File: config.mk
export PLATFORM = sky130hd
export DESIGN_NAME = xbt_out_buf
export DESIGN_NICKNAME = d
export VERILOG_FILES = /design/src/hw/rtl/xbt_pkg.sv /design/src/hw/rtl/xbt_out_buf.sv
export SDC_FILE = /design/constraint.sdc
export NUM_CORES = 1
export LEC_CHECK = 0
export BUFFER_PORTS_ARGS = -buffer_cell sky130_fd_sc_hd__buf_2
export CAP_MARGIN = 15
export CORE_UTILIZATION = 36
export DETAILED_ROUTE_END_ITERATION = 8
export PLACE_DENSITY_LB_ADDON = 0.25
export RECOVER_POWER = 50
export SLEW_MARGIN = 10
export SYNTH_ARGS = -nofsm -noshare
export SYNTH_HDL_FRONTEND = slang
export SYNTH_SLANG_ARGS = --single-unit
File: constraint.sdc
create_clock -name clk_i -period 1.85 [get_ports clk_i]
set_input_delay 0.0925 -clock clk_i [delete_from_list [all_inputs] [get_ports clk_i]]
set_output_delay 0.0925 -clock clk_i [all_outputs]
set_load 0.02 [all_outputs]
File: src/hw/rtl/xbt_pkg.sv
`timescale 1ns / 1ps

package xbt_pkg;

  localparam int KEY_BITS   = 10;
  localparam int COUNT_BITS = 16;

  // trie nodes in heap order: root is node 1, leaf of s is 2^KEY_BITS + s
  localparam int NODE_BITS  = KEY_BITS + 1;
  localparam int NODE_COUNT = 2 ** NODE_BITS;
  localparam int LVL_BITS   = (KEY_BITS > 1) ? $clog2(KEY_BITS) : 1;

  // compare width wide enough for both the 16-bit ports and the counters
  localparam int ARG_BITS   = (COUNT_BITS > 16) ? COUNT_BITS : 16;

  localparam logic [COUNT_BITS-1:0] COUNT_MAX = '1;

  // port field widths
  localparam int OP_W     = 3;
  localparam int KEY_W    = 10;
  localparam int AMOUNT_W = 16;
  localparam int RANK_W   = 16;
  localparam int VALUE_W  = 10;
  localparam int LEAFC_W  = 16;
  localparam int TOTAL_W  = 16;
  localparam int STATUS_W = 2;

  localparam logic [OP_W-1:0] OP_INSERT = 3'd0;
  localparam logic [OP_W-1:0] OP_ERASE  = 3'd1;
  localparam logic [OP_W-1:0] OP_COUNT  = 3'd2;
  localparam logic [OP_W-1:0] OP_KTH    = 3'd3;
  localparam logic [OP_W-1:0] OP_MIN    = 3'd4;
  localparam logic [OP_W-1:0] OP_MAX    = 3'd5;

  localparam logic [STATUS_W-1:0] ST_OK    = 2'd0;
  localparam logic [STATUS_W-1:0] ST_EMPTY = 2'd1;
  localparam logic [STATUS_W-1:0] ST_OVF   = 2'd2;

  typedef struct packed {
    logic [VALUE_W-1:0]  value;
    logic [LEAFC_W-1:0]  leaf_count;
    logic [TOTAL_W-1:0]  total;
    logic [STATUS_W-1:0] status;
  } xbt_result_t;

endpackage

File: src/hw/rtl/xbt_out_buf.sv
`timescale 1ns / 1ps

module xbt_out_buf
  import xbt_pkg::*;
(
  input  logic                clk_i,
  input  logic                rst_ni,
  input  logic                load_i,
  input  xbt_result_t         data_i,
  output logic                ready_o,
  output logic                out_valid_o,
  input  logic                out_stall_i,
  output logic [VALUE_W-1:0]  value_o,
  output logic [LEAFC_W-1:0]  leaf_count_o,
  output logic [TOTAL_W-1:0]  total_o,
  output logic [STATUS_W-1:0] status_o
);

  logic        valid_q, valid_d;
  xbt_result_t data_q;

  // slot frees up in the same cycle its transfer completes
  assign ready_o = !valid_q || !out_stall_i;

  always_comb begin
    valid_d = valid_q;
    if (load_i && ready_o) begin
      valid_d = 1'b1;
    end else if (valid_q && !out_stall_i) begin
      valid_d = 1'b0;
    end
  end

  always_ff @(posedge clk_i or negedge rst_ni) begin
    if (!rst_ni) begin
      valid_q <= 1'b0;
    end else begin
      valid_q <= valid_d;
    end
  end

  always_ff @(posedge clk_i) begin
    if (load_i && ready_o) begin
      data_q <= data_i;
    end
  end

  assign out_valid_o  = valid_q;
  assign value_o      = data_q.value;
  assign leaf_count_o = data_q.leaf_count;
  assign total_o      = data_q.total;
  assign status_o     = data_q.status;

endmodule

==> flow_metrics.env <==
export IMPL_first_pass_iters=4
export IMPL_ctsResizeCount=0
export IMPL_p_seq_share_pct=59.0
export IMPL_grt_setup_unrepaired="false"
export IMPL_die_y_um=63.7
export IMPL_layout_commonest_cell="buf_2"
export IMPL_critPathBufInv=1
export IMPL_drv_slew=0
export IMPL_hold_viol=0
export IMPL_endpoint_kind="flop"
export IMPL_port_buffers=93
export IMPL_fillCellCount=267
export IMPL_relSlewSlack_pct=81.1
export IMPL_clkPwrFrac_pct=27.7
export IMPL_cts_made_buffers=5
export IMPL_dieArea_sq_um=4050
export IMPL_synth_distinct_cells=5
export IMPL_grt_ovfl_total=0
export IMPL_grt_pass1_vias=1009
export IMPL_peakVddDrop_uv=607
export IMPL_antenna_found_initial=0
export IMPL_avgSynthCellArea_sq_um=28.5
export IMPL_cts_max_path_buffers=2
export IMPL_layout_drive_gt1_share_pct=40.3
export IMPL_die_w_um=63.7
export IMPL_outcome="finished, final reports clean"
export IMPL_fin_hold_ws_ps=5.92
export IMPL_ctsHoldBuffers=45
export IMPL_wl_met3_um=221
export IMPL_p_int_uw=1580
export IMPL_route_met2_wl_um=1680
export IMPL_avgRoutedWirePerCell_um=12.3
export IMPL_synthesis_area_sq_um=1370
export IMPL_grt_usage_pct=15.2
export IMPL_drt_iter0_markers=11
export IMPL_antenna_cells=0
export IMPL_final_setup_tns_ps=0
export IMPL_cp_start_kind="flop"
export IMPL_max_freq_mhz=816
export IMPL_seq_area_frac_synth_pct=98.4
export IMPL_clock_skew_ps=6.03
export IMPL_rows=22
export IMPL_grt_max_degree=23
export IMPL_final_setup_viol_count=0
export IMPL_start_util_pct=37.4
export IMPL_cts_tree="yes"
export IMPL_critPathMaxStageDelay_ps=440
export IMPL_route_top_layer_used="met4"
export IMPL_drc=0
export IMPL_clock_latency_ps=290
export IMPL_cts_sinks=45
export IMPL_via_per_inst=4.04
export IMPL_area_delta_synth_final_pct=77.1
export IMPL_switchingPower_uw=459
export IMPL_root_buffer="clkbuf_8"
export IMPL_clk_pin_slew_ps=80
export IMPL_required_ps=1820
export IMPL_syn_nets=96
export IMPL_cap_violations=0
export IMPL_yosysWarnings=0
export IMPL_vias=986
export IMPL_cp_max_fo=22
export IMPL_hold_path_class="in2reg"
export IMPL_globalplace_congestion=0.645
export IMPL_leakage_uw=0.000989
export IMPL_power_frac_comb_pct=13.3
export IMPL_h_tree_depth=2
export IMPL_slowest_stage="dfrtp_1"
export IMPL_post_cts_buffers=0
export IMPL_postRouteWirelength_um=3010
export IMPL_tightest_slew_ps=285
export IMPL_synthCells=48
export IMPL_synth_seq_cells=45
export IMPL_p_per_area_nw_per_um2=840
export IMPL_drtAntennaViolNets=0
export IMPL_path_class="reg2reg"
export IMPL_finish_net_count=243
export IMPL_cp_cell_sequence="a21boi_4 > buf_4"
export IMPL_switching_share_pct=22.5
export IMPL_cpLargestDelayFamily="flip-flops"
export IMPL_ios=94
export IMPL_arrival_ps=1200
export IMPL_core_sq_um=3660
export IMPL_post_route_period_util_pct=66.3
export IMPL_grt_pass1_wl_um=4340
export IMPL_wl_met1_um=1070
export IMPL_mostFrequentLayoutCells="buf_2, dlygate4sd3_1, edfxtp_1"
export IMPL_min_period_ps=1230
==> synth_stat cells <==
cell type,number,area share (%)
a21boi_2,1,0.82
a21o_1,1,0.55
dfrtp_1,1,1.8
edfxtp_1,44,97
nand2_1,1,0.27
==> power by group through the flow <==
stage | logic, uW | clock network [uW] | registers (uW)
after floorplan | 23.8 | 0 | 1300
after global placement | 202 | 0 | 1220
after detailed placement | 207 | 0 | 1220
after CTS | 279 | 582 | 1200
after global routing | 291 | 614 | 1210
final | 272 | 563 | 1200
==> routing by layer <==
layer,GRT usage [%],vias to the layer above
met2,30.1,61
met4,5.11,0
met3,5.62,5
met5,0,-
met1,13.8,436
li1,-,484
==> per-stage QoR <==
stage / std cells / area (sq um) / power [uW] / utilization [%] / worst slack [ps]
floorplan: 48 / 1380 / 1320 / - / 137
global placement: 191 / 1920 / 1420 / 52.4 / 661
detailed placement: 191 / 1920 / 1430 / 52.4 / 635
CTS: 244 / 2450 / 2060 / 67.0 / 617
global route: 244 / 2420 / 2110 / 66.2 / 572
finish: 244 / 2420 / 2040 / 66.2 / 624
==> registers in the layout, summed over array words and instances (netlist names) <==
register and flops:
total_o 16, out_valid_o 1, status_o 2, leaf_count_o 16, value_o 10
==> cell type report <==
class                   instances  area, sq um  share of cell area, %
flip-flops and latches         45         1350                   55.5
repair buffers                140          901                   37.2
clock inverters                 3         17.5                  0.723
well taps                      48         60.1                   2.48
clock buffers                   5         68.8                   2.84
multi-input cells               3         30.0                   1.24
==> path summary, 6_finish.rpt <==
check                             from     endpoint  slack, ps  cells past startpoint
setup reg to reg           out_valid_o   value_o[6]        620                      2
hold reg to reg            out_valid_o  out_valid_o        610                      1
max in group asynchronous       rst_ni  out_valid_o       1660                      2
min in group asynchronous       rst_ni  out_valid_o        100                      2
hold / removal                  load_i  out_valid_o          6                      2
setup / recovery           out_valid_o   value_o[6]        620                      2
==> cell families (layout without fill, tap and decap cells) <==
logic type             after synthesis  after routing  share of synthesized area (%)
buffers and inverters                0            148                              0
AND/OR/NAND/NOR                      1              1                          0.274
AO/OA/AOI/OAI                        2              2                           1.37
flip-flops                          45             45                           98.4
No activity file was read; power rests on OpenSTA's default activity.
